<file path="src/bap_pkg.sv">
// ----------------------------------------------------------------------------
// bap_pkg: shared types and constants for the BGRA alpha presentation block
// Register indexes, usage and encoding codes, pipeline payload types.
// ----------------------------------------------------------------------------
package bap_pkg;

    localparam int unsigned NUM_LANES = 3;   // blue, green, red
    localparam int unsigned NUM_CELLS = 8;   // one quotient bit per cell

    localparam logic [1:0] USAGE_AUTO   = 2'd0;
    localparam logic [1:0] USAGE_DATA   = 2'd1;

    localparam logic [1:0] ENC_UNKNOWN  = 2'd0;
    localparam logic [1:0] ENC_OPAQUE   = 2'd1;
    localparam logic [1:0] ENC_STRAIGHT = 2'd2;
    localparam logic [1:0] ENC_PREMULT  = 2'd3;

    localparam logic [7:0]  ALPHA_FULL  = 8'd255;
    localparam logic [15:0] PREM_ROUND  = 16'd127;

    typedef enum logic [1:0] {
        REG_OVERRIDE = 2'd0,
        REG_HINT     = 2'd1,
        REG_ENCODING = 2'd2,
        REG_BLOCK    = 2'd3
    } t_reg_idx;

    // Per-pixel operation resolved at the pipeline entry
    typedef enum logic [1:0] {
        OP_PASS   = 2'd0,   // color and alpha unchanged
        OP_OPAQUE = 2'd1,   // color unchanged, alpha forced full
        OP_UNPREM = 2'd2,   // unpremultiply, alpha forced full
        OP_PREM   = 2'd3    // premultiply, alpha kept
    } t_op;

    typedef struct packed {
        logic [7:0]  rem;   // partial remainder of the division
        logic [7:0]  quo;   // low numerator bits, shifted out as quotient comes in
        logic        sat;   // quotient exceeds 255
        logic [7:0]  col;   // original color byte
        logic [15:0] prod;  // color times alpha
    } t_lane;

    typedef struct packed {
        t_op                  op;
        logic [7:0]           alpha;
        t_lane [NUM_LANES-1:0] lane;
    } t_item;

endpackage

</file>
<file path="src/bgra_alpha_presentation.sv">
// ----------------------------------------------------------------------------
// bgra_alpha_presentation: prepares 8-bit BGRA pixels for display
// Resolves alpha usage from the registers. Data usage forces full alpha and
// unpremultiplies premultiplied pixels; coverage premultiplies all others.
// ----------------------------------------------------------------------------
// Usage:
//   Pixel input channel (i_in_valid / o_in_ready) takes one BGRA pixel per
//   transfer; the result channel (o_out_valid / i_out_ready) returns one
//   presented pixel per input pixel, in order.
//   Configuration channel (i_cfg_valid / o_cfg_ready) writes one register
//   per transfer; it is always ready. Write it only while no pixel is in
//   flight.
//   Pipeline: one entry stage, eight division cells (one quotient bit each)
//   and the output register.
//   Throughput: one pixel per cycle while the receiver is ready. Every stage
//   has its own valid bit and takes a new item whenever it is empty or its
//   successor advances, so a stalled receiver first fills the bubbles in the
//   cell chain and only then backs up the input.
//   Reset: all stage valid bits clear and the four registers return to
//   zero (auto usage, unknown encoding, not block compressed).
// ----------------------------------------------------------------------------
module bgra_alpha_presentation import bap_pkg::*; (
    input  logic       i_clk,
    input  logic       i_rst_n,
    // configuration write
    input  logic       i_cfg_valid,
    output logic       o_cfg_ready,
    input  logic [1:0] i_cfg_index,
    input  logic [1:0] i_cfg_data,
    // pixel input
    input  logic       i_in_valid,
    output logic       o_in_ready,
    input  logic [7:0] i_blue_in,
    input  logic [7:0] i_green_in,
    input  logic [7:0] i_red_in,
    input  logic [7:0] i_alpha_in,
    // presented pixel
    output logic       o_out_valid,
    input  logic       i_out_ready,
    output logic [7:0] o_blue_out,
    output logic [7:0] o_green_out,
    output logic [7:0] o_red_out,
    output logic [7:0] o_alpha_out
);

    // Configuration registers
    logic [1:0] r_usage_override;
    logic [1:0] r_usage_hint;
    logic [1:0] r_alpha_encoding;
    logic       r_block_compressed;

    logic       w_data_mode;
    logic       w_premult;
    t_op        w_op;

    logic                      w_valid [0:NUM_CELLS];
    logic                      w_ready [0:NUM_CELLS];
    t_item                     w_item  [0:NUM_CELLS];
    logic [NUM_LANES-1:0][7:0] w_col;
    logic [NUM_LANES-1:0][7:0] w_out_col;

    assign o_cfg_ready = 1'b1;

    always_ff @(posedge i_clk) begin
        if (!i_rst_n) begin
            r_usage_override   <= USAGE_AUTO;
            r_usage_hint       <= USAGE_AUTO;
            r_alpha_encoding   <= ENC_UNKNOWN;
            r_block_compressed <= 1'b0;
        end else if (i_cfg_valid && o_cfg_ready) begin
            case (t_reg_idx'(i_cfg_index))
                REG_OVERRIDE: r_usage_override   <= i_cfg_data;
                REG_HINT:     r_usage_hint       <= i_cfg_data;
                REG_ENCODING: r_alpha_encoding   <= i_cfg_data;
                REG_BLOCK:    r_block_compressed <= i_cfg_data[0];
                default:      r_block_compressed <= r_block_compressed;
            endcase
        end
    end

    // Usage priority: override, hint, opaque encoding, block-compressed
    // straight or unknown source, otherwise coverage. Any nonzero code
    // other than data behaves as coverage.
    always_comb begin
        if (r_usage_override != USAGE_AUTO) begin
            w_data_mode = (r_usage_override == USAGE_DATA);
        end else if (r_usage_hint != USAGE_AUTO) begin
            w_data_mode = (r_usage_hint == USAGE_DATA);
        end else if (r_alpha_encoding == ENC_OPAQUE) begin
            w_data_mode = 1'b1;
        end else begin
            w_data_mode = r_block_compressed &&
                (r_alpha_encoding == ENC_STRAIGHT || r_alpha_encoding == ENC_UNKNOWN);
        end
    end

    assign w_premult = (r_alpha_encoding == ENC_PREMULT);

    // Pick the per-pixel operation; zero alpha never takes the unpremultiply path
    always_comb begin
        if (w_data_mode) begin
            w_op = (w_premult && i_alpha_in != 8'd0) ? OP_UNPREM : OP_OPAQUE;
        end else begin
            w_op = w_premult ? OP_PASS : OP_PREM;
        end
    end

    assign w_col[0] = i_blue_in;
    assign w_col[1] = i_green_in;
    assign w_col[2] = i_red_in;

    bap_front u_front (
        .i_clk   (i_clk),
        .i_rst_n (i_rst_n),
        .i_valid (i_in_valid),
        .o_ready (o_in_ready),
        .i_op    (w_op),
        .i_col   (w_col),
        .i_alpha (i_alpha_in),
        .o_valid (w_valid[0]),
        .o_item  (w_item[0]),
        .i_ready (w_ready[0])
    );

    // Division chain: each cell adds one quotient bit, MSB first
    for (genvar g = 0; g < NUM_CELLS; g++) begin : g_cell
        bap_div_cell u_cell (
            .i_clk   (i_clk),
            .i_rst_n (i_rst_n),
            .i_valid (w_valid[g]),
            .o_ready (w_ready[g]),
            .i_item  (w_item[g]),
            .o_valid (w_valid[g+1]),
            .o_item  (w_item[g+1]),
            .i_ready (w_ready[g+1])
        );
    end

    bap_finish u_finish (
        .i_clk   (i_clk),
        .i_rst_n (i_rst_n),
        .i_valid (w_valid[NUM_CELLS]),
        .o_ready (w_ready[NUM_CELLS]),
        .i_item  (w_item[NUM_CELLS]),
        .o_valid (o_out_valid),
        .o_col   (w_out_col),
        .o_alpha (o_alpha_out),
        .i_ready (i_out_ready)
    );

    assign o_blue_out  = w_out_col[0];
    assign o_green_out = w_out_col[1];
    assign o_red_out   = w_out_col[2];

    // Data usage always presents full alpha
    a_data_alpha_full: assert property (@(posedge i_clk) disable iff (!i_rst_n)
        o_out_valid && w_data_mode |-> o_alpha_out == ALPHA_FULL)
        else $error("data usage result without full alpha");

    // A premultiplied color never exceeds its alpha
    a_prem_bounded: assert property (@(posedge i_clk) disable iff (!i_rst_n)
        o_out_valid && !w_data_mode && !w_premult |->
            o_blue_out <= o_alpha_out && o_green_out <= o_alpha_out &&
            o_red_out <= o_alpha_out)
        else $error("premultiplied color above alpha");

    // An accepted pixel lands in the entry stage
    a_entry_loaded: assert property (@(posedge i_clk) disable iff (!i_rst_n)
        i_in_valid && o_in_ready |=> w_valid[0])
        else $error("accepted pixel lost at entry stage");

endmodule

</file>
<file path="src/bap_front.sv">
// ----------------------------------------------------------------------------
// bap_front: entry stage
// Forms the division numerators, the saturation flags and the premultiply
// products, and registers them with the resolved operation.
// ----------------------------------------------------------------------------
module bap_front import bap_pkg::*; (
    input  logic                        i_clk,
    input  logic                        i_rst_n,
    input  logic                        i_valid,
    output logic                        o_ready,
    input  t_op                         i_op,
    input  logic [NUM_LANES-1:0][7:0]   i_col,
    input  logic [7:0]                  i_alpha,
    output logic                        o_valid,
    output t_item                       o_item,
    input  logic                        i_ready
);

    logic  r_valid;
    t_item r_item;
    t_item n_item;

    always_comb begin
        logic [15:0] num;
        n_item.op    = i_op;
        n_item.alpha = i_alpha;
        for (int k = 0; k < NUM_LANES; k++) begin
            // c*255 + a/2
            num = {i_col[k], 8'd0} - {8'd0, i_col[k]} + {9'd0, i_alpha[7:1]};
            n_item.lane[k].rem  = num[15:8];
            n_item.lane[k].quo  = num[7:0];
            n_item.lane[k].sat  = (num[15:8] >= i_alpha);
            n_item.lane[k].col  = i_col[k];
            n_item.lane[k].prod = {8'd0, i_col[k]} * {8'd0, i_alpha};
        end
    end

    assign o_ready = !r_valid || i_ready;
    assign o_valid = r_valid;
    assign o_item  = r_item;

    always_ff @(posedge i_clk) begin
        if (!i_rst_n) begin
            r_valid <= 1'b0;
        end else if (o_ready) begin
            r_valid <= i_valid;
        end
    end

    always_ff @(posedge i_clk) begin
        if (i_valid && o_ready) begin
            r_item <= n_item;
        end
    end

endmodule

</file>
<file path="src/bap_div_cell.sv">
// ----------------------------------------------------------------------------
// bap_div_cell: one restoring-division cell
// Resolves one quotient bit per lane and hands the item to the next cell.
// ----------------------------------------------------------------------------
module bap_div_cell import bap_pkg::*; (
    input  logic  i_clk,
    input  logic  i_rst_n,
    input  logic  i_valid,
    output logic  o_ready,
    input  t_item i_item,
    output logic  o_valid,
    output t_item o_item,
    input  logic  i_ready
);

    logic  r_valid;
    t_item r_item;
    t_item n_item;

    always_comb begin
        logic [8:0] trial;
        logic [8:0] diff;
        logic       ge;
        n_item = i_item;
        for (int k = 0; k < NUM_LANES; k++) begin
            trial = {i_item.lane[k].rem, i_item.lane[k].quo[7]};
            diff  = trial - {1'b0, i_item.alpha};
            ge    = (trial >= {1'b0, i_item.alpha});
            n_item.lane[k].rem = ge ? diff[7:0] : trial[7:0];
            n_item.lane[k].quo = {i_item.lane[k].quo[6:0], ge};
        end
    end

    assign o_ready = !r_valid || i_ready;
    assign o_valid = r_valid;
    assign o_item  = r_item;

    always_ff @(posedge i_clk) begin
        if (!i_rst_n) begin
            r_valid <= 1'b0;
        end else if (o_ready) begin
            r_valid <= i_valid;
        end
    end

    always_ff @(posedge i_clk) begin
        if (i_valid && o_ready) begin
            r_item <= n_item;
        end
    end

endmodule

</file>
<file path="src/bap_finish.sv">
// ----------------------------------------------------------------------------
// bap_finish: output stage
// Completes the premultiply divide by 255, applies saturation and selects
// the presented pixel into the output register.
// ----------------------------------------------------------------------------
module bap_finish import bap_pkg::*; (
    input  logic                        i_clk,
    input  logic                        i_rst_n,
    input  logic                        i_valid,
    output logic                        o_ready,
    input  t_item                       i_item,
    output logic                        o_valid,
    output logic [NUM_LANES-1:0][7:0]   o_col,
    output logic [7:0]                  o_alpha,
    input  logic                        i_ready
);

    logic                       r_valid;
    logic [NUM_LANES-1:0][7:0]  r_col;
    logic [7:0]                 r_alpha;
    logic [NUM_LANES-1:0][7:0]  n_col;
    logic [7:0]                 n_alpha;

    always_comb begin
        logic [15:0] x;
        logic [15:0] y;
        logic [7:0]  unp;
        n_alpha = i_item.alpha;
        for (int k = 0; k < NUM_LANES; k++) begin
            // x / 255 for x below 65280
            x   = i_item.lane[k].prod + PREM_ROUND;
            y   = x + {8'd0, x[15:8]} + 16'd1;
            unp = i_item.lane[k].sat ? ALPHA_FULL : i_item.lane[k].quo;
            case (i_item.op)
                OP_PASS:   n_col[k] = i_item.lane[k].col;
                OP_OPAQUE: n_col[k] = i_item.lane[k].col;
                OP_UNPREM: n_col[k] = unp;
                OP_PREM:   n_col[k] = y[15:8];
                default:   n_col[k] = i_item.lane[k].col;
            endcase
        end
        if (i_item.op == OP_OPAQUE || i_item.op == OP_UNPREM) begin
            n_alpha = ALPHA_FULL;
        end
    end

    assign o_ready = !r_valid || i_ready;
    assign o_valid = r_valid;
    assign o_col   = r_col;
    assign o_alpha = r_alpha;

    always_ff @(posedge i_clk) begin
        if (!i_rst_n) begin
            r_valid <= 1'b0;
        end else if (o_ready) begin
            r_valid <= i_valid;
        end
    end

    always_ff @(posedge i_clk) begin
        if (i_valid && o_ready) begin
            r_col   <= n_col;
            r_alpha <= n_alpha;
        end
    end

endmodule

</file>
<file path="config.mk">
export PLATFORM = sky130hd
export DESIGN_NAME = bgra_alpha_presentation
export DESIGN_NICKNAME = d
export VERILOG_FILES = /design/src/bap_pkg.sv /design/src/bgra_alpha_presentation.sv /design/src/bap_front.sv /design/src/bap_div_cell.sv /design/src/bap_finish.sv
export SDC_FILE = /design/constraint.sdc
export NUM_CORES = 2
export LEC_CHECK = 0
export ABC_AREA = 1
export BUFFER_PORTS_ARGS = -buffer_cell sky130_fd_sc_hd__buf_2
export CAP_MARGIN = 20
export CORE_MARGIN = 2
export CORE_UTILIZATION = 53
export CTS_CLUSTER_DIAMETER = 40
export DETAILED_ROUTE_END_ITERATION = 10
export GPL_TIMING_DRIVEN = 1
export MAX_ROUTING_LAYER = met4
export PLACE_DENSITY = 0.8
export SLEW_MARGIN = 20
export SYNTH_ARGS = -nofsm -noshare
export SYNTH_HDL_FRONTEND = slang
export SYNTH_SLANG_ARGS = --single-unit
</file>
<file path="constraint.sdc">
create_clock -name i_clk -period 7.7 [get_ports i_clk]
set_input_delay 0.385 -clock i_clk [delete_from_list [all_inputs] [get_ports i_clk]]
set_output_delay 0.385 -clock i_clk [all_outputs]
set_load 0.01 [all_outputs]
</file>
==> results by group <==
Synthesis
  – Avg Cell Area, Syn: between 10 and 15 um^2
  – Synthesis warning total: 0
  – Top FF cell, synth: edfxtp_1
  – Post-synth EDFFs: 1,205
  – Area contributors post-synth: edfxtp_1, ha_1, nand2_1
  – Largest area contributor in the netlist: edfxtp_1
  – Post-synth top cells: edfxtp_1, nand2_1, inv_1
  – Synthesized flop and latch total: 1,222
  – Cells after synthesis: 4,618
  – Sequential fraction of the synthesis area: a little under two thirds
  – Synthesized Nets: around 5,200
  – Synth Cell Area: 0.0576 mm^2
  – Synth top area share: 62.8%
  – Count leader, synth: edfxtp_1
  – Asr flop ratio synth: 0%
  – Distinct cell type count after synthesis: 60

Power
  – Total power: ~16 mW
  – Sw frac: 25.2%
  – Internal: 12.2 mW
  – Combinational Power Share: 12.2%
  – Sequential Power Share: a little under half
  – P_leak: 27.0 nW
  – Cell Pwr Density: 254 mW/mm^2
  – Clock power frac: about 40%
  – Switch Pwr: 4.13 mW
  – Maximum vdd drop: around 0.00025 V

Worst setup path
  – Critical path arrival: between 5000 and 6000 ps
  – CP peak stage delay: roughly 560 ps
  – Sequence of cells on the critical path: buf_2 > ha_1 > inv_1 > fa_1 > fa_1 > inv_1 > fa_1 > inv_1 > fa_1 > inv_1 > ha_1 > a21oi_1 > o21ai_0 > a21oi_1 > o21ai_0 > a21oi_1 > nor2_1 > nor2_1 > xor2_1
  – Kind of critical path: input pin to register
  – Critical path launch point type: input pin
  – CP max FO: 30
  – Highest-delay cell along the critical path: buf_2
  – R2R depth: 19
  – Worst setup EP type: register
  – Data required, critical path: 8170 ps

STA
  – Final setup fails: 0
  – Final Slew Violations: 0
  – Final min period: 4590 ps
  – Setup Skew: 46.5 ps
  – RSZ-0062 raised after global routing: no
  – Final setup TNS: 0 ps
  – Headroom to the max-slew limit: between 20 and 30%
  – Hold_ws: around 44 ps
  – Fin crit share: 59.6%
  – Final hold vios: 0
  – Max Freq: 0.218 GHz
  – Worst Tran Pin Value: 1060 ps

Routing
  – DRT antenna net count: 0
  – First-pass DRT Iterations: 6
  – Starting DRC count in detailed routing: about 3,200
  – DRC viols: 0
  – Via count: around 34,000
  – Post-Route WL: 119,000 um
  – Drt wl/cell: 18.9 um
  – Vias per cell: 5.34

Layout
  – Area of the multi-input gates: around 0.018 mm^2
  – Seq. cell area: between 0.03 and 0.04 mm^2
  – Synth-to-layout area growth: 11.7%
  – Final Instance Count excl. Fillers: 6,313
  – Final #Nets: about 5,400
  – Fillers: 7,942
  – Share of cells above drive strength 1: 8.85%

Die
  – Io pins: 76
  – Die ar.: 0.111 mm^2
  – Initial Util: 53.6%
  – Die W: 334 um
  – Row Count: 120
  – Core area: 0.108 mm^2
  – Die Height: 334 um

Global route
  – Vias in the first global route: roughly 34,000
  – Largest net degree at the start of global routing: roughly 80
  – Initial antenna violation count: 6
  – Congestion Overflow GR: 0
  – First-pass GRT wire length: around 190,000 um
  – Total GRT Usage: 22.6%

CTS
  – Post-CTS setup buffer count: 0
  – CTS Hold Bufs: 8
  – Clock Pin Slew Worst Setup and Hold Paths: 60 ps
  – Worst-Skew Late Latency: ~750 ps
  – Sink Count: 1,222
  – TritonCTS clock tree: yes
  – CTS root buf: clkbuf_16
  – Maximum clock path buffer count: 3
  – Total CTS buffers: 136
  – # H-tree levels: 4
  – Post-CTS sizing: 0

Placed design
  – Placer Congestion: just under 0.9
  – Port bufs: 74
  – DP Cell Count: 6,055
  – DP HPWL: approximately 80,000 um

Job
  – Max Cap Viol: 0

Worst hold path
  – Worst min-delay path class: input pin to register
  – Hold path cells: 3

Status
  – Status: completed
==> state kept, by name (all words and copies together) (netlist names), 2 cells and up <==
register and cells:
r_alpha_encoding 2, g_cell.u_cell.o_item 1040, g_cell.u_cell.o_valid 8, r_usage_override 2, u_front.o_item 133, u_finish.o_alpha 8, r_usage_hint 2, u_finish.o_col 24
==> critical path: cells and delay by family <==
family / cells / cell delay [ps]
compound gates: 5 / 940
xor+xnor: 1 / 80
fa+ha+maj: 6 / 2700
buf+inv: 5 / 770
simple gates: 2 / 150
==> metal layers <==
metal / vias up / routed length, um / track usage [%]
met2: 1275 / 57700 / 36.3
met3: 264 / 7380 / 3.41
met1: 16100 / 50200 / 29.6
met5: - / 0 / -
met4: 0 / 4170 / 8.08
li1: 16100 / - / -
==> area by class of cell <==
class                      count  area share [%]
tap                         1403            2.73
clock buffer                 159            5.49
inverter                     758            4.44
clock inverter                86            1.60
timing repair buffer          98           0.906
multi-input combinational   2583            28.1
sequential                  1222            56.7
antenna                        4          0.0156
==> final timing paths <==
kind | from | endpoint | slack [ps]
setup / recovery | i_alpha_in[4] | u_front.o_item[55] | 3110
hold / removal | i_cfg_valid | r_alpha_encoding[0] | 40
setup reg to reg | g_cell[7].u_cell.o_item[0] | u_finish.o_col[3] | 4070
hold reg to reg | g_cell[3].u_cell.o_item[9] | g_cell[4].u_cell.o_item[9] | 400
==> placed cells by master, fill, tap and decap left out, types with 5 or more instances in the layout <==
cell	count
o21ai_0	123
buf_2	74
or4_1	17
nor3_1	39
nand2_1	806
fa_1	132
clkinv_8	12
xor2_1	153
inv_6	11
a21oi_1	165
clkinv_2	20
nor2_4	8
ha_1	386
dfxtp_1	17
edfxtp_1	1205
o21bai_1	7
clkinv_4	5
dlygate4sd3_1	8
nor2_1	218
xnor2_1	42
nand2_4	14
bufinv_16	13
nand2_2	49
nand3_1	202
nand4_1	45
nor2_2	15
clkbuf_1	20
clkinv_1	17
a21o_1	20
inv_1	741
nand3b_1	7
nand3_2	8
inv_4	5
buf_4	15
inv_2	9
o21ai_1	51
a211oi_1	20
inv_8	6
clkbuf_16	137
==> cell families (layout without fill, tap and decap cells) <==
| group | count (synthesis) | count (layout) | share of synthesized area (%) |
|---|---|---|---|
| AOI/OAI and AO/OA | 412 | 412 | 3.92 |
| xor gates and xnor gates | 205 | 205 | 3.28 |
| adders and majority gates | 518 | 518 | 13.0 |
| buffers and inverters | 813 | 1101 | 5.37 |
| DFF | 1222 | 1222 | 63.4 |
| other | 1 | 5 | 0.00650 |
| and+or+nand+nor | 1447 | 1447 | 11.1 |
==> metrics by stage <==
stage / cell area, um^2 / worst slack [ps] / util [%]
6_report: 64400 / 3110 / 59.9
5_1_grt: 64400 / 2950 / 59.9
4_1_cts: 64300 / 3260 / 59.8
3_5_place_dp: 59700 / 2540 / 55.5
3_3_place_gp: 59700 / 2610 / 55.5
2_1_floorplan: 57700 / 8.64 / -
==> power groups by stage <==
stage / combinational (mW) / clock, mW / sequential (mW)
3_3_place_gp: 1.85 / 0 / 7.96
3_5_place_dp: 1.92 / 0 / 7.97
6_report: 2.00 / 6.52 / 7.85
4_1_cts: 1.98 / 6.63 / 7.85
2_1_floorplan: 1.45 / 0 / 7.90
5_1_grt: 2.26 / 6.88 / 7.87
Note: power is estimated with default switching activity, not from simulation.
